## src/rtl/hmbd_pkg.sv

```systemverilog
// Shared types, constants and helpers for the memory bus decoder.
// Depends on nothing; all files of the block but hmbd_ram import it.
package hmbd_pkg;

  // Bus field widths
  localparam int ADDR_W = 32;
  localparam int DATA_W = 32;
  localparam int OFF_W  = 24;          // offset within one 16 MB region
  localparam int WIDX_W = OFF_W - 2;   // word index within a region
  localparam int LANES  = DATA_W / 8;

  // Default memory sizes (bytes, powers of two)
  localparam int MAIN_RAM_BYTES_DEF   = 4194304;
  localparam int SHARED_RAM_BYTES_DEF = 32768;

  // Depth of the queue between decode and execute
  localparam int QUEUE_DEPTH = 2;

  // Region codes (address bits 31..24)
  localparam logic [7:0] REGION_MAIN   = 8'h02;
  localparam logic [7:0] REGION_SHARED = 8'h03;
  localparam logic [7:0] REGION_IO     = 8'h04;

  // Access direction
  localparam logic OP_READ  = 1'b0;
  localparam logic OP_WRITE = 1'b1;

  // Access size codes
  localparam logic [1:0] SZ_BYTE = 2'd0;
  localparam logic [1:0] SZ_HALF = 2'd1;
  localparam logic [1:0] SZ_WORD = 2'd2;

  // Target codes
  localparam logic [1:0] TGT_MAIN   = 2'd0;
  localparam logic [1:0] TGT_SHARED = 2'd1;
  localparam logic [1:0] TGT_IO     = 2'd2;
  localparam logic [1:0] TGT_OPEN   = 2'd3;

  // Shared work RAM mapping modes
  localparam logic [1:0] WRAM_FULL = 2'd0;
  localparam logic [1:0] WRAM_LOW  = 2'd1;
  localparam logic [1:0] WRAM_HIGH = 2'd2;
  localparam logic [1:0] WRAM_NONE = 2'd3;

  // Configuration register index
  localparam logic REG_WRAM_MODE = 1'b0;

  // Decoded access carried from decode to execute
  typedef struct packed {
    logic              wr;       // write access
    logic [1:0]        size;     // normalized size code
    logic [1:0]        target;   // target code
    logic [1:0]        lane;     // byte lane of the aligned offset
    logic [LANES-1:0]  be;       // byte lanes touched
    logic [WIDX_W-1:0] widx;     // word index in the selected memory
    logic [ADDR_W-1:0] addr;     // original address for IO
    logic [DATA_W-1:0] wdata;    // store data masked to the size
  } item_t;

  // Mask of the data bits used by an access of the given size
  function automatic logic [DATA_W-1:0] size_mask(input logic [1:0] size);
    logic [DATA_W-1:0] m;
    case (size)
      SZ_BYTE: m = DATA_W'(32'h0000_00FF);
      SZ_HALF: m = DATA_W'(32'h0000_FFFF);
      default: m = '1;
    endcase
    return m;
  endfunction

endpackage

```

## src/rtl/hmbd_queue.sv

```systemverilog
// Short FIFO of decoded accesses between decode and execute.
// Depends on hmbd_pkg for item_t and the queue depth.
module hmbd_queue import hmbd_pkg::*; (
  input  logic  clk,
  input  logic  rst,
  input  logic  push,
  input  item_t push_item,
  output logic  full,
  input  logic  pop,
  output logic  valid,
  output item_t head
);

  localparam int PW = (QUEUE_DEPTH > 1) ? $clog2(QUEUE_DEPTH) : 1;
  localparam int CW = $clog2(QUEUE_DEPTH + 1);

  item_t          slots [QUEUE_DEPTH];
  logic [PW-1:0]  wr_ptr;
  logic [PW-1:0]  rd_ptr;
  logic [CW-1:0]  count;

  assign full  = (count == CW'(QUEUE_DEPTH));
  assign valid = (count != '0);
  assign head  = slots[rd_ptr];

  // pointers and fill level
  always_ff @(posedge clk) begin
    if (rst) begin
      wr_ptr <= '0;
      rd_ptr <= '0;
      count  <= '0;
    end else begin
      if (push) begin
        wr_ptr <= (wr_ptr == PW'(QUEUE_DEPTH - 1)) ? '0 : wr_ptr + PW'(1);
      end
      if (pop) begin
        rd_ptr <= (rd_ptr == PW'(QUEUE_DEPTH - 1)) ? '0 : rd_ptr + PW'(1);
      end
      if (push && !pop) begin
        count <= count + CW'(1);
      end else if (pop && !push) begin
        count <= count - CW'(1);
      end
    end
  end

  // entry storage
  always_ff @(posedge clk) begin
    if (push) begin
      slots[wr_ptr] <= push_item;
    end
  end

endmodule

```

## config.mk

```make
export PLATFORM = sky130hd
export DESIGN_NAME = hmbd_queue
export DESIGN_NICKNAME = d
export VERILOG_FILES = /design/src/rtl/hmbd_pkg.sv /design/src/rtl/hmbd_queue.sv
export SDC_FILE = /design/constraint.sdc
export NUM_CORES = 1
export LEC_CHECK = 0
export ABC_AREA = 1
export BUFFER_PORTS_ARGS = -buffer_cell sky130_fd_sc_hd__buf_4
export CAP_MARGIN = 10
export CELL_PAD_IN_SITES_DETAIL_PLACEMENT = 1
export CELL_PAD_IN_SITES_GLOBAL_PLACEMENT = 2
export CORE_UTILIZATION = 38
export CTS_CLUSTER_SIZE = 30
export DETAILED_ROUTE_END_ITERATION = 10
export PLACE_DENSITY = 0.76
export SLEW_MARGIN = 20
export SYNTH_ARGS = -nofsm -noshare
export SYNTH_HDL_FRONTEND = slang
export SYNTH_SLANG_ARGS = --single-unit
```

## constraint.sdc

```tcl
create_clock -name clk -period 7.4 [get_ports clk]
set_clock_uncertainty 0.2 [all_clocks]
set_input_delay 0 -clock clk [delete_from_list [all_inputs] [get_ports clk]]
set_output_delay 0 -clock clk [all_outputs]
set_load 0.01 [all_outputs]
```

==> flow_summary.html <==
<table>
<tr><th>Metric</th><th>Value</th></tr>
<tr><th colspan="2">Power</th></tr>
<tr><td>Share of total power consumed by net switching</td><td>0.2128</td></tr>
<tr><td>Switch Pwr</td><td>540.7 µW</td></tr>
<tr><td>Internal</td><td>2.000 mW</td></tr>
<tr><td>Total power</td><td>2.541 mW</td></tr>
<tr><td>Leak pwr</td><td>4.076 nW</td></tr>
<tr><td>Portion of total power attributed to sequential cells</td><td>0.525</td></tr>
<tr><td>Max VDD drop</td><td>0.0001556 V</td></tr>
<tr><td>Part of the power in the clock network</td><td>0.340</td></tr>
<tr><td>Comb power frac</td><td>0.135</td></tr>
<tr><td>Total power divided by cell area</td><td>238.1 nW/µm²</td></tr>
<tr><th colspan="2">Timing</th></tr>
<tr><td>Count of final max-slew check failures</td><td>0</td></tr>
<tr><td>Period utilization</td><td>0.3742</td></tr>
<tr><td>Unrepaired setup endpoints after global routing</td><td>no</td></tr>
<tr><td>Post-route worst hold slack</td><td>105.8 ps</td></tr>
<tr><td>Worst-case setup margin in the final layout</td><td>4631 ps</td></tr>
<tr><td>Maximum achievable frequency</td><td>361.2 MHz</td></tr>
<tr><td>Total Negative Setup Slacks</td><td>0 ps</td></tr>
<tr><td>Total of endpoints with negative setup slack in the final report</td><td>0</td></tr>
<tr><td>Actual slew at the worst max-slew pin</td><td>1072 ps</td></tr>
<tr><td>Worst max-slew margin expressed relative to the limit</td><td>0.2855</td></tr>
<tr><td>Shortest clock period the worst path allows after layout</td><td>2769 ps</td></tr>
<tr><td>Fin. Hold Viols</td><td>0</td></tr>
<tr><th colspan="2">Critical path</th></tr>
<tr><td>Crit end category</td><td>output pin</td></tr>
<tr><td>Arrival time at the worst endpoint</td><td>2570 ps</td></tr>
<tr><td>Crit path required time</td><td>7200 ps</td></tr>
<tr><td>Critical path fanouts, max</td><td>59</td></tr>
<tr><td>Crit start category</td><td>register</td></tr>
<tr><td>Setup Crit Path Kind</td><td>reg -&gt; out</td></tr>
<tr><th colspan="2">Min path</th></tr>
<tr><td>Class of the most critical hold timing path</td><td>in -&gt; reg</td></tr>
<tr><th colspan="2">Placement</th></tr>
<tr><td>Post-place instance area</td><td>9112 µm²</td></tr>
<tr><td>Setup slack at placement</td><td>4921 ps</td></tr>
<tr><td>Placer Congestion</td><td>0.7258</td></tr>
<tr><td>Count of port buffers added during placement</td><td>199</td></tr>
<tr><td>Sum of net half-perimeters after detailed placement</td><td>9944 µm</td></tr>
<tr><th colspan="2">Global route</th></tr>
<tr><td>First-pass GRT wire length</td><td>24,140 µm</td></tr>
<tr><td>Number of antenna violations at the first check in global routing</td><td>1</td></tr>
<tr><td>Congestion Overflow GR</td><td>0</td></tr>
<tr><td>Pin count of the biggest net entering global routing</td><td>78</td></tr>
<tr><td>Number of global-route vias before repair</td><td>4,587</td></tr>
<tr><td>Total routing usage reported by global routing</td><td>0.1628</td></tr>
<tr><th colspan="2">Clock network</th></tr>
<tr><td>Register clock-pin slew on the reported worst setup and hold paths</td><td>70 ps</td></tr>
<tr><td>Worst-Skew Late Latency</td><td>420 ps</td></tr>
<tr><td>CTS Root Buffer Type</td><td>sky130_fd_sc_hd__clkbuf_16</td></tr>
<tr><td>TritonCTS clock tree</td><td>yes</td></tr>
<tr><td>Maximum buffer depth of the clock tree</td><td>2</td></tr>
<tr><td>Resized cells post-CTS</td><td>0</td></tr>
<tr><td>Number of sinks handled by clock tree synthesis</td><td>199</td></tr>
<tr><td>Clock buffer count from CTS</td><td>17</td></tr>
<tr><td>H-tree depth</td><td>4</td></tr>
<tr><th colspan="2">Drt</th></tr>
<tr><td>Detailed-route wire length</td><td>15,690 µm</td></tr>
<tr><td>Detailed-router iteration count before antenna repair</td><td>4</td></tr>
<tr><td>Average wire per standard cell</td><td>17.09 µm</td></tr>
<tr><td>Vias per cell</td><td>4.427</td></tr>
<tr><td>DR vias</td><td>4,064</td></tr>
<tr><td>Post-DRT Antenna Nets</td><td>0</td></tr>
<tr><td>Number of violations reported at the end of detailed-routing iteration 0</td><td>168</td></tr>
<tr><td>Post-detailed-route DRC marker count</td><td>0</td></tr>
<tr><th colspan="2">Floorplanning</th></tr>
<tr><td>Cell Rows</td><td>50</td></tr>
<tr><td>Top-level port count</td><td>200</td></tr>
<tr><td>Initial Util</td><td>0.3900</td></tr>
<tr><td>Core Region</td><td>18,830 µm²</td></tr>
<tr><td>Die Outline Area</td><td>19,880 µm²</td></tr>
<tr><td>DIE HEIGHT</td><td>141.0 µm</td></tr>
<tr><td>DIE WIDTH</td><td>141.0 µm</td></tr>
<tr><th colspan="2">Synth</th></tr>
<tr><td>Syn Inst Count</td><td>335</td></tr>
<tr><td>Part of the Yosys area used for sequential elements</td><td>0.8070</td></tr>
<tr><td>Warnings from Yosys</td><td>0</td></tr>
<tr><td>Number of nets in the synthesized netlist</td><td>437</td></tr>
<tr><td>Mapped Area</td><td>7343 µm²</td></tr>
<tr><td>Number of distinct library cell variants in the gate-level netlist after synthesis</td><td>16</td></tr>
<tr><td>Post-synthesis register bit count</td><td>199</td></tr>
<tr><td>Syn Area/Cell</td><td>21.92 µm²</td></tr>
<tr><th colspan="2">Layout</th></tr>
<tr><td>Net count, final</td><td>748</td></tr>
<tr><td>Relative area change from synthesis to final layout</td><td>45.31%</td></tr>
<tr><td>Total area of sequential cells</td><td>5929 µm²</td></tr>
<tr><td>Cell area after layout</td><td>10,670 µm²</td></tr>
<tr><td>Layout filler cell count</td><td>1,733</td></tr>
<tr><td>Layout cell share with drive strength beyond 1</td><td>0.4962</td></tr>
<tr><td>Multi-input logic area</td><td>1305 µm²</td></tr>
<tr><th colspan="2">Run</th></tr>
<tr><td>MaxCap Viol Count</td><td>0</td></tr>
<tr><th colspan="2">Run status</th></tr>
<tr><td>Result of the run</td><td>finished clean</td></tr>
</table>
## worst max-delay path: stages, from the launching register on
cell	delay [ps]
sky130_fd_sc_hd__dfxtp_4	930
sky130_fd_sc_hd__buf_4	620
sky130_fd_sc_hd__mux2_2	410
sky130_fd_sc_hd__buf_4	140
## path summary, 6_finish.rpt
check	start	endpoint	slack [ps]	cells after the start
worst min-delay path	push_item[38]	slots[0][38]	110	2
worst min register to register	rd_ptr	rd_ptr	340	2
worst max-delay path	register	head[32]	4630	3
worst max register to register	wr_ptr	slots[0][85]	4960	2
## stage by stage
stage	utilization	cells
after floorplan	-	335
after global placement	0.4839	786
after detailed placement	0.4839	786
after CTS	0.5665	917
after global routing	0.5665	917
final	0.5666	918
## registers in the layout, summed over array words and instances (netlist names), named ones only
name and cells:
slots 194, count 2, rd_ptr 1, wr_ptr 1
## synthesized netlist by cell type (all sizes together)
cell	n	area share
edfxtp	194	0.79
mux2	97	0.16
buf	11	0.012
inv	9	0.0046
nand2	6	0.0031
nor2	6	0.0031
dfxtp	5	0.014
a21oi	1	0.00068
ha	1	0.0017
nand3	1	0.00068
nand4	1	0.00085
nor3	1	0.00068
o21ai	1	0.00068
xnor2	1	0.0012
## cells by family (layout without fill, tap and decap cells)
logic type               count (synthesis)  after routing  synth area share
multiplexers                            97             97            0.1641
other                                    0              1                 0
AO/OA/AOI/OAI                            2              2          0.001362
AND/OR/NAND/NOR                         15             15          0.008348
adder cells (fa/ha/maj)                  1              1          0.001704
XOR/XNOR                                 1              1          0.001193
flip-flops                             199            199            0.8070
buffers and inverters                   20            342           0.01636
## layout make-up
| class | count | share of cell area |
|---|---|---|
| Multi-Input combinational cell | 116 | 0.1223 |
| Timing Repair Buffer | 303 | 0.2369 |
| Tap cell | 260 | 0.03049 |
| Clock buffer | 20 | 0.04092 |
| Inverter | 9 | 0.003401 |
| Antenna cell | 1 | 0.0002345 |
| Sequential cell | 199 | 0.5557 |
| Clock inverter | 10 | 0.01008 |
## per-layer routing
metal,wire (µm),track usage,vias up
li1,-,-,1928
met1,6415,0.1881,1992
met2,8345,0.2925,130
met3,786,0.04314,14
met4,143,0.05492,0
met5,0,0,-
## placed cells by master, fill, tap and decap left out, drive strengths merged
cell type      n
dfxtp          5
clkbuf        20
nor3           1
nand4          1
nand2          6
diode          1
o21ai          1
clkinv         5
clkinvlp       3
xnor2          1
nand3          1
ha             1
mux2          97
dlygate4sd3  101
nor2           6
edfxtp       194
bufinv         2
inv            9
buf          202
a21oi          1
## power groups by stage
stage / logic [mW] / clock network (mW) / registers (mW)
6_report: 0.343 / 0.863 / 1.33
4_1_cts: 0.348 / 0.890 / 1.34
5_1_grt: 0.366 / 0.926 / 1.34
2_1_floorplan: 0.160 / 0 / 1.34
3_5_place_dp: 0.301 / 0 / 1.36
3_3_place_gp: 0.294 / 0 / 1.36
## what timing repair did
action,CTS,global route
hold buffers,101,0
endpoints found under the setup margin,0,0
hold endpoints to repair,239,0
buffers inserted,0,0
Power figures use the tool's default switching activity.
