[src/rtl/hmbd_pkg.sv]
// Shared types, constants and helpers for the memory bus decoder.
// Depends on nothing; all files of the block but hmbd_ram import it.
package hmbd_pkg;

  // Bus field widths
  localparam int ADDR_W = 32;
  localparam int DATA_W = 32;
  localparam int OFF_W  = 24;          // offset within one 16 MB region
  localparam int WIDX_W = OFF_W - 2;   // word index within a region
  localparam int LANES  = DATA_W / 8;

  // Default memory sizes (bytes, powers of two)
  localparam int MAIN_RAM_BYTES_DEF   = 4194304;
  localparam int SHARED_RAM_BYTES_DEF = 32768;

  // Depth of the queue between decode and execute
  localparam int QUEUE_DEPTH = 2;

  // Region codes (address bits 31..24)
  localparam logic [7:0] REGION_MAIN   = 8'h02;
  localparam logic [7:0] REGION_SHARED = 8'h03;
  localparam logic [7:0] REGION_IO     = 8'h04;

  // Access direction
  localparam logic OP_READ  = 1'b0;
  localparam logic OP_WRITE = 1'b1;

  // Access size codes
  localparam logic [1:0] SZ_BYTE = 2'd0;
  localparam logic [1:0] SZ_HALF = 2'd1;
  localparam logic [1:0] SZ_WORD = 2'd2;

  // Target codes
  localparam logic [1:0] TGT_MAIN   = 2'd0;
  localparam logic [1:0] TGT_SHARED = 2'd1;
  localparam logic [1:0] TGT_IO     = 2'd2;
  localparam logic [1:0] TGT_OPEN   = 2'd3;

  // Shared work RAM mapping modes
  localparam logic [1:0] WRAM_FULL = 2'd0;
  localparam logic [1:0] WRAM_LOW  = 2'd1;
  localparam logic [1:0] WRAM_HIGH = 2'd2;
  localparam logic [1:0] WRAM_NONE = 2'd3;

  // Configuration register index
  localparam logic REG_WRAM_MODE = 1'b0;

  // Decoded access carried from decode to execute
  typedef struct packed {
    logic              wr;       // write access
    logic [1:0]        size;     // normalized size code
    logic [1:0]        target;   // target code
    logic [1:0]        lane;     // byte lane of the aligned offset
    logic [LANES-1:0]  be;       // byte lanes touched
    logic [WIDX_W-1:0] widx;     // word index in the selected memory
    logic [ADDR_W-1:0] addr;     // original address for IO
    logic [DATA_W-1:0] wdata;    // store data masked to the size
  } item_t;

  // Mask of the data bits used by an access of the given size
  function automatic logic [DATA_W-1:0] size_mask(input logic [1:0] size);
    logic [DATA_W-1:0] m;
    case (size)
      SZ_BYTE: m = DATA_W'(32'h0000_00FF);
      SZ_HALF: m = DATA_W'(32'h0000_FFFF);
      default: m = '1;
    endcase
    return m;
  endfunction

endpackage

[src/rtl/hmbd_if.sv]
// Channel interfaces of the memory bus decoder: access requests and results.
// Depends on hmbd_pkg for widths.
interface hmbd_req_if import hmbd_pkg::*; ();
  logic              valid;
  logic              ready;
  logic              operation;
  logic [1:0]        access_size;
  logic [ADDR_W-1:0] address;
  logic [DATA_W-1:0] write_data;

  modport source (output valid, operation, access_size, address, write_data,
                  input ready);
  modport sink   (input valid, operation, access_size, address, write_data,
                  output ready);
endinterface


[src/rtl/hmbd_front.sv]
// Decode side: classifies each bus access by region and mapping mode.
// Depends on hmbd_pkg and hmbd_if; feeds hmbd_queue.
module hmbd_front import hmbd_pkg::*; #(
  parameter int MAIN_RAM_BYTES   = MAIN_RAM_BYTES_DEF,
  parameter int SHARED_RAM_BYTES = SHARED_RAM_BYTES_DEF
) (
  hmbd_req_if.sink   req,
  input  logic [1:0] wram_mode,
  input  logic       q_full,
  output logic       push,
  output item_t      item
);

  localparam logic [OFF_W-1:0] MAIN_MASK = OFF_W'(MAIN_RAM_BYTES - 1);
  localparam logic [OFF_W-1:0] SH_MASK   = OFF_W'(SHARED_RAM_BYTES - 1);
  localparam logic [OFF_W-1:0] HALF_MASK = OFF_W'(SHARED_RAM_BYTES / 2 - 1);
  localparam logic [OFF_W-1:0] HALF_BASE = OFF_W'(SHARED_RAM_BYTES / 2);

  logic [7:0]       region;
  logic [OFF_W-1:0] off;
  logic [OFF_W-1:0] aoff;
  logic [OFF_W-1:0] idx;
  logic [1:0]       size;
  logic [1:0]       target;

  assign req.ready = !q_full;
  assign push      = req.valid && !q_full;

  assign region = req.address[ADDR_W-1:OFF_W];
  assign off    = req.address[OFF_W-1:0];

  // size code three behaves as a word
  assign size = (req.access_size == SZ_BYTE || req.access_size == SZ_HALF) ?
                req.access_size : SZ_WORD;

  // align the offset down to the access size
  always_comb begin
    case (size)
      SZ_BYTE: aoff = off;
      SZ_HALF: aoff = {off[OFF_W-1:1], 1'b0};
      default: aoff = {off[OFF_W-1:2], 2'b00};
    endcase
  end

  // region and mode classification
  always_comb begin
    if (region == REGION_MAIN) begin
      target = TGT_MAIN;
    end else if (region == REGION_SHARED && wram_mode != WRAM_NONE) begin
      target = TGT_SHARED;
    end else if (region == REGION_IO) begin
      target = TGT_IO;
    end else begin
      target = TGT_OPEN;
    end
  end

  // byte index within the mapped window (mirrored)
  always_comb begin
    if (target == TGT_MAIN) begin
      idx = aoff & MAIN_MASK;
    end else begin
      case (wram_mode)
        WRAM_FULL: idx = aoff & SH_MASK;
        WRAM_LOW:  idx = aoff & HALF_MASK;
        WRAM_HIGH: idx = HALF_BASE | (aoff & HALF_MASK);
        default:   idx = '0;
      endcase
    end
  end

  // decoded item
  always_comb begin
    item.wr     = req.operation;
    item.size   = size;
    item.target = target;
    item.lane   = aoff[1:0];
    item.widx   = idx[OFF_W-1:2];
    item.addr   = req.address;
    item.wdata  = req.write_data & size_mask(size);
    case (size)
      SZ_BYTE: item.be = LANES'(1) << aoff[1:0];
      SZ_HALF: item.be = LANES'(3) << aoff[1:0];
      default: item.be = '1;
    endcase
  end

endmodule

[src/flat_wrapper.sv]
// flat-port wrapper written by rule: the top's interface ports become plain ports
module hmbd_front_flat import hmbd_pkg::*;
#(
  parameter int MAIN_RAM_BYTES   = MAIN_RAM_BYTES_DEF,
  parameter int SHARED_RAM_BYTES = SHARED_RAM_BYTES_DEF
)
  (wram_mode, q_full, push, item, req_valid, req_operation, req_access_size, req_address, req_write_data, req_ready);
  hmbd_req_if req_i ();
  input  logic [1:0] wram_mode;
  input  logic q_full;
  output logic push;
  output item_t item;
  input wire logic [$bits(req_i.valid)-1:0] req_valid;
  input wire logic [$bits(req_i.operation)-1:0] req_operation;
  input wire logic [$bits(req_i.access_size)-1:0] req_access_size;
  input wire logic [$bits(req_i.address)-1:0] req_address;
  input wire logic [$bits(req_i.write_data)-1:0] req_write_data;
  output wire logic [$bits(req_i.ready)-1:0] req_ready;
  assign req_i.valid = req_valid;
  assign req_i.operation = req_operation;
  assign req_i.access_size = req_access_size;
  assign req_i.address = req_address;
  assign req_i.write_data = req_write_data;
  assign req_ready = req_i.ready;
  hmbd_front #(.MAIN_RAM_BYTES(MAIN_RAM_BYTES), .SHARED_RAM_BYTES(SHARED_RAM_BYTES)) u_core (.req(req_i), .wram_mode(wram_mode), .q_full(q_full), .push(push), .item(item));
endmodule
[config.mk]
export PLATFORM = sky130hd
export DESIGN_NAME = hmbd_front_flat
export DESIGN_NICKNAME = d
export VERILOG_FILES = /design/src/rtl/hmbd_pkg.sv /design/src/rtl/hmbd_if.sv /design/src/rtl/hmbd_front.sv /design/src/flat_wrapper.sv
export SDC_FILE = /design/constraint.sdc
export NUM_CORES = 1
export LEC_CHECK = 0
export ABC_CLOCK_PERIOD_IN_PS = 2500
export BUFFER_PORTS_ARGS = -buffer_cell sky130_fd_sc_hd__clkbuf_2
export CAP_MARGIN = 0
export CORE_AREA = 2 2 66 68
export DETAILED_ROUTE_END_ITERATION = 7
export DIE_AREA = 0 0 68 70
export PLACE_DENSITY = 0.7
export RECOVER_POWER = 25
export REMOVE_ABC_BUFFERS = 1
export SLEW_MARGIN = 20
export SYNTH_ARGS = -nofsm -noshare
export SYNTH_HDL_FRONTEND = slang
export SYNTH_SLANG_ARGS = --single-unit
export TNS_END_PERCENT = 100
[constraint.sdc]
create_clock -name vclk -period 2.5
set_clock_uncertainty 0.15 [all_clocks]
set_input_delay 0.125 -clock vclk [all_inputs]
set_output_delay 0.125 -clock vclk [all_outputs]
set_load 0.005 [all_outputs]
==> results of run 1 <==
-- report_power, final --
part	total, µW	switching [µW]	internal [µW]	leakage (µW)
Clock	0	0	0	0
Combinational	191	85.7	105	0.000808
Sequential	0	0	0	0
-- final cells by class --
class | count | area [µm²] | area share [%]
repair buffers | 146 | 717 | 55.3
multi-input cells | 70 | 503 | 38.8
inverters | 3 | 11.3 | 0.869
well taps | 52 | 65.1 | 5.02
-- critical path: cells and delay by family --
| kind | cells | cell delay, ns |
|---|---|---|
| AOI/OAI and AO/OA | 1 | 0.86 |
| and+or+nand+nor | 2 | 0.48 |
| buffers and inverters | 2 | 0.22 |
-- cells in the mapped netlist, drive strengths merged --
cell	n	area (µm²)
a211oi	1	12.5
a21o	1	7.51
a21oi	1	5.00
a2bb2oi	1	8.76
and2	17	106
and2b	2	17.5
and3	7	52.6
buf	44	334
clkbuf	3	11.3
conb	1	3.75
inv	3	11.3
nand2	2	7.51
nand2b	2	12.5
nand3	1	5.00
nand4b	1	8.76
nor2	5	18.8
nor2b	21	161
nor3	1	5.00
nor4	1	21.3
nor4b	1	23.8
o21ai	1	5.00
or4	1	7.51
xnor2	1	8.76
-- metal layers --
metal	global-route usage, %	routed length (µm)	vias up
met2	20.2	1520	94
met1	10.3	977	460
met3	8.21	622	0
met5	0	0	-
met4	0.667	0	0
li1	-	-	533
-- kinds of logic after synthesis --
family | Yosys count | synth area share [%]
AOI/OAI and AO/OA | 5 | 4.53
xor gates and xnor gates | 1 | 1.02
buffers and inverters | 50 | 41.7
other | 1 | 0.438
and+or+nand+nor | 62 | 52.3
-- per-stage QoR --
stage          cells  utilization [%]
2_1_floorplan     73                -
3_5_place_dp     271             31.6
5_1_grt          271             31.3
6_report         271             31.3
3_3_place_gp     271             31.6
4_1_cts          271             31.6
-- worst min-delay path by stage --
stage                     endpoint  slack, ns  cells past startpoint
after floorplan            item[0]       0.10                      0
after global placement    item[54]       0.10                      0
after detailed placement  item[54]       0.10                      0
after CTS                 item[54]       0.10                      0
after global routing       item[5]       0.10                      0
final                     item[54]       0.10                      0
==> metrics list, run 1 <==
- The worst setup path is captured at an output port.
* Synth warnings: 0
* Final WS setup: 0.538 ns
- Number of antenna cells inserted: 0
- Endpoint of the worst setup timing path: item[65]
- The worst pin sits at a relative slew slack of 28.9%.
- Outcome: completed
* Post-layout net count: 292
- Count of cell types in the netlist: 26
- In this run the worst setup path begins at req_address[25].
* Leading cell types in the layout, fill and taps excluded: sky130_fd_sc_hd__clkbuf_2, sky130_fd_sc_hd__and2_1, sky130_fd_sc_hd__nor2b_1, sky130_fd_sc_hd__clkbuf_1, sky130_fd_sc_hd__nor2b_2
- Mean area per synthesized cell: 7.19 µm²
- Slowest cell on the critical path: sky130_fd_sc_hd__a211oi_2
- After detailed routing, the number of remaining DRC violations is 0.
- Sequential elements use 0% of the synthesized area.
- Post-DP Area: 1310 µm²
* Worst path arrival time: 1.69 ns
- The final count of hold timing violations is 0.
* Effective utilization at floorplan: 20.7%
* Slew at the pin closest to its max-slew limit: 1.06 ns
- Number of pins exceeding their max-slew limit in the final report: 0
* Overall routed net length: 3120 µm
- Count of antenna-violating nets left after detailed routing: 0
- Core Box Area: 4140 µm²
* Hold/Removal Path Class: primary input to output port
- Cell area after technology mapping: 856 µm²
- The library cell used most frequently in the layout, excluding fill and tap cells, is sky130_fd_sc_hd__clkbuf_2.
- In this run the horizontal extent of the chip is 68 µm.
- Post-layout minimum cycle time: 1.96 ns
- The post-route netlist has 71.7% of its cells at a drive strength greater than 1.
* Slowest Stage Delay on Critical Path: 0.86 ns
- Combined global-route utilization of all metal layers: 11.2%
- Dividing the final minimum period by the clock period gives 78.5%.
* Area used by sequential logic in the layout: 0 µm²
- Max FO, Critical Path: 12
* Cell Chain, Critical Path: clkbuf_2 -> nor4b_4 -> a211oi_2 -> and2b_2 -> clkbuf_2
- Measured along the y axis, the die boundary spans 70 µm.
* Hold wc startpoint: req_address[22]
* Initial antenna violation count: 0
- The first global-routing pass estimated 4160 µm of wire.
* Fmax: 0.510 GHz
* Vias in the first global route: 898
* Worst ir drop on vdd: 0.0000598 V
- Number of I/O pins: 170
- From synthesis to final layout, the design area changed by 51.5%.
- Clock buffer count in the final layout: 0
- Gp weighted congestion: 0.711
- Maximum number of pins on one net before global-route repair: 24
- Setup repair after global routing missed its margin: no
- Worst EP required: 2.23 ns
- Detailed-route vias per instance: 4.01
* Crit path top cell by count: sky130_fd_sc_hd__clkbuf_2
- The critical path is of the primary input to output port type.
- The finished cells cover 1300 µm².
* Overflow left after global routing: 0
- Launching element type of the critical path: primary input
- In this run the post-CTS setup repair buffer count came out at 0.
- The analysis attributes to cell leakage a power of 0.000808 µW.
- The die covers 4760 µm².
- Total power: 191 µW
- Count of endpoints failing setup in the final report: 0
- Before antenna repair, the detailed router went through 4 iterations.
- Routed length per instance: 11.5 µm
- Counting the fill cells in the layout gives 456.
- Counting every instance in the synthesized netlist gives 119.
- The number of gates resized after CTS was 0.
- The HPWL after detailed placement is 2950 µm.
* Vias after detailed routing: 1087
- Flip-flop and latch count: 0
* Pre-CTS worst setup slack: 0.517 ns
- Total Neg Setup Slack: 0 ns
* Maximum capacitance violations: 0
- Hold Worst Slack: 0.100 ns
- Row generation in the floorplan step produced 24 rows.
- During placement, the flow inserted port buffers numbering 146.
- In this run, post-CTS hold repair placed 0 buffers.
- Dividing total power by cell area gives a power density of 147 nW/µm².
- Iteration-0 DRC count of the detailed router: 18
Note: power is estimated with default switching activity, not from simulation.
==> inputs of run 2 (changes only) <==
--- a/config.mk
+++ b/config.mk
@@ -5,13 +5,14 @@
 export SDC_FILE = /design/constraint.sdc
 export NUM_CORES = 1
 export LEC_CHECK = 0
-export ABC_CLOCK_PERIOD_IN_PS = 2500
+export ABC_AREA = 1
+export ABC_CLOCK_PERIOD_IN_PS = 1750
 export BUFFER_PORTS_ARGS = -buffer_cell sky130_fd_sc_hd__clkbuf_2
 export CAP_MARGIN = 0
-export CORE_AREA = 2 2 66 68
+export CORE_AREA = 2 2 67 69
 export DETAILED_ROUTE_END_ITERATION = 7
-export DIE_AREA = 0 0 68 70
-export PLACE_DENSITY = 0.7
+export DIE_AREA = 0 0 69 71
+export PLACE_DENSITY = 0.78
 export RECOVER_POWER = 25
 export REMOVE_ABC_BUFFERS = 1
 export SLEW_MARGIN = 20
==> constraint.sdc (replaced) <==
create_clock -name vclk -period 1.75
set_clock_uncertainty 0.15 [all_clocks]
set_input_delay 0.0875 -clock vclk [all_inputs]
set_output_delay 0.0875 -clock vclk [all_outputs]
set_load 0.005 [all_outputs]
==> metrics list, run 2 <==
* Area contributors post-synth: sky130_fd_sc_hd__buf_4, sky130_fd_sc_hd__nand2_1, sky130_fd_sc_hd__inv_1
* Cell area after technology mapping: 1110 µm² (+30%)
* Top cells by count, synth: sky130_fd_sc_hd__buf_4, sky130_fd_sc_hd__nand2_1, sky130_fd_sc_hd__inv_1, sky130_fd_sc_hd__nor2_1, sky130_fd_sc_hd__nand3_1
- Area used by sequential logic in the layout: 0 µm² (unchanged)
* Hold Worst Slack: 0.0250 ns (-0.0750 ns)
- The final weighted congestion of routability-driven global placement was 0.872 (+23%).
* Tcrit/Tclk final: 78.7%
- The synthesized area per cell came to 5.48 µm² (-24%).
- The final sum of negative setup slack is 0 ns (unchanged).
* Most common library cell in the layout ignoring fill and taps: sky130_fd_sc_hd__clkbuf_2
* Iteration-0 DRC count of the detailed router: 53 (+35)
* Core Box Area: 4200 µm² (+1.4%)
- Worst path arrival time: 1.14 ns (-0.55 ns)
- The biggest area contributor in the post-synthesis netlist is sky130_fd_sc_hd__buf_4.
* Post-layout net count: 372 (+27%)
- Hold_buf cts: 0 (unchanged)
- Hold violation total from the final report: 0 (unchanged)
- In the layout the commonest cells are sky130_fd_sc_hd__clkbuf_2, sky130_fd_sc_hd__nand2_1, sky130_fd_sc_hd__inv_1, sky130_fd_sc_hd__nor2_1, sky130_fd_sc_hd__nand3_1.
* Number of gates resized after cts: 0 (unchanged)
- Number of pins exceeding their max-slew limit in the final report: 0 (unchanged)
- X dimension of the die: 69 µm (+1.5%)
* Die span in y: 71 µm (+1.4%)
- Number of placement rows: 24 (unchanged)
* Fraction of the yosys area taken by sequential cells: 0% (unchanged)
- Share of layout cells above drive strength 1: 54.2% (-18 points)
* Power density normalized to cell area: 204 nW/µm² (+39%)
- The worst ir drop on vdd came to 0.0000729 V (+22%).
- The fraction of post-synthesis cell area in the top cell type by area came to 31.0% (-6.7 points).
- The standby leakage power came to 0.00113 µW (+39%).
- The critical path is of the primary input to output port type.
- Half-perimeter wire length after placement: 3000 µm (+1.6%)
* Combined global-route utilization of all metal layers: 12.4% (+1.3 points)
- The routed wire length on met2 was 1710 µm (+12%).
- Outcome: completed
- The number of fillers in the final layout was 472 (+3.5%).
* Fmax: 0.726 GHz
- Hold/Removal Path Class: primary input to output port
- In the post-synthesis netlist, the cell with the most instances is sky130_fd_sc_hd__buf_4.
* Maximum number of pins on one net before global-route repair: 21 (-13%)
* Setup repair bufs after CTS: 0 (unchanged)
* Post-Route M1 WL: 1140 µm (+16%)
* Gate Count Post-Synth: 203 (+71%)
- The total power is 307 µW (+61%).
- Synth warnings: 0 (unchanged)
* Number of I/O pins: 170 (unchanged)
- Vias after detailed routing: 1467 (+35%)
* Number of antenna cells inserted: 0 (unchanged)
- Effective utilization at floorplan: 26.5% (+5.8 points)
* Count of antenna-violating nets left after detailed routing: 0 (unchanged)
- The routed design could run at a clock period as short as 1.38 ns.
* Count of endpoints failing setup in the final report: 0 (unchanged)
* Detailed-route vias per instance: 4.18 (+4.2%)
- Launching element type of the critical path: primary input
- The wire length of the first global-routing pass came to 5340 µm (+28%).
- Max FO, Critical Path: 20 (+8)
- Flip-flop and latch count: 0 (unchanged)
- Number of buffers added on ports: 146 (unchanged)
- Max layer used: met4
- Worst EP required: 1.51 ns (-0.72 ns)
- Initial antenna violation count: 0 (unchanged)
* Area growth syn-to-layout: 35.2%
- Overflow left after global routing: 0 (unchanged)
- The routed wire length on met3 came to 488 µm (-22%).
- Setup repair after global routing left no endpoint under its margin.
* Count of cell types in the netlist: 21 (-19%)
- Routed length per instance: 9.57 µm (-17%)
* Area occupied by multi-input gates: 552 µm² (+9.7%)
* Number of optimization iterations in the first detailed-route pass: 4 (unchanged)
* Clock buffer count in the final layout: 0 (unchanged)
* Number of remaining DRC errors: 0 (unchanged)
- The worst setup path is captured at an output port.
- Overall routed net length: 3360 µm (+7.6%)
* Area enclosed by the die boundary: 4900 µm² (+2.9%)
- The number of global-route vias before repair is 1282 (+43%).
* Maximum capacitance violations: 0 (unchanged)
==> run 2: routing by layer <==
metal	vias up	global-route usage [%]
met5	-	0
met4	0	1.31
met3	2	3.99
met2	124	25.2
met1	598	12.7
li1	743	-
==> run 2: cells by family (layout without fill, tap and decap cells) <==
logic type      after synthesis  after routing  share of synthesized area, %
simple gates                 90             90                          38.6
other cells                   1              2                         0.337
compound gates               16             16                          10.3
buf+inv                      96            191                          50.7
==> run 2: area by class of cell <==
class	instances	share of cell area, %
inverters	44	11.0
multi-input cells	108	36.7
well taps	52	4.33
repair buffers	147	48.0
==> run 2: final timing paths <==
path | start | to | cells after the start
worst min-delay path | req_operation | item[96] | 0
worst max-delay path | req_address[26] | item[67] | 8
==> run 2: metrics by stage <==
stage	cell area [µm²]	util [%]	worst slack [ns]	cells
after CTS	1520	36.2	0.353	351
after global placement	1520	36.2	0.384	351
after floorplan	717	-	0.742	152
after global routing	1500	35.8	0.255	351
after detailed placement	1520	36.2	0.358	351
final	1500	35.8	0.373	351
==> run 2: where the power goes <==
part / switching, µW / internal [µW] / leakage, µW
logic: 158 / 149 / 0.00113
clock network: 0 / 0 / 0
registers: 0 / 0 / 0
==> run 2: critical path, cell delays in order <==
cell                       delay, ns
sky130_fd_sc_hd__clkbuf_2       0.10
sky130_fd_sc_hd__inv_2          0.05
sky130_fd_sc_hd__nand2_2        0.06
sky130_fd_sc_hd__nor2_4         0.33
sky130_fd_sc_hd__nand2_4        0.23
sky130_fd_sc_hd__nand2_1        0.11
sky130_fd_sc_hd__nand2_1        0.06
sky130_fd_sc_hd__clkbuf_2       0.11
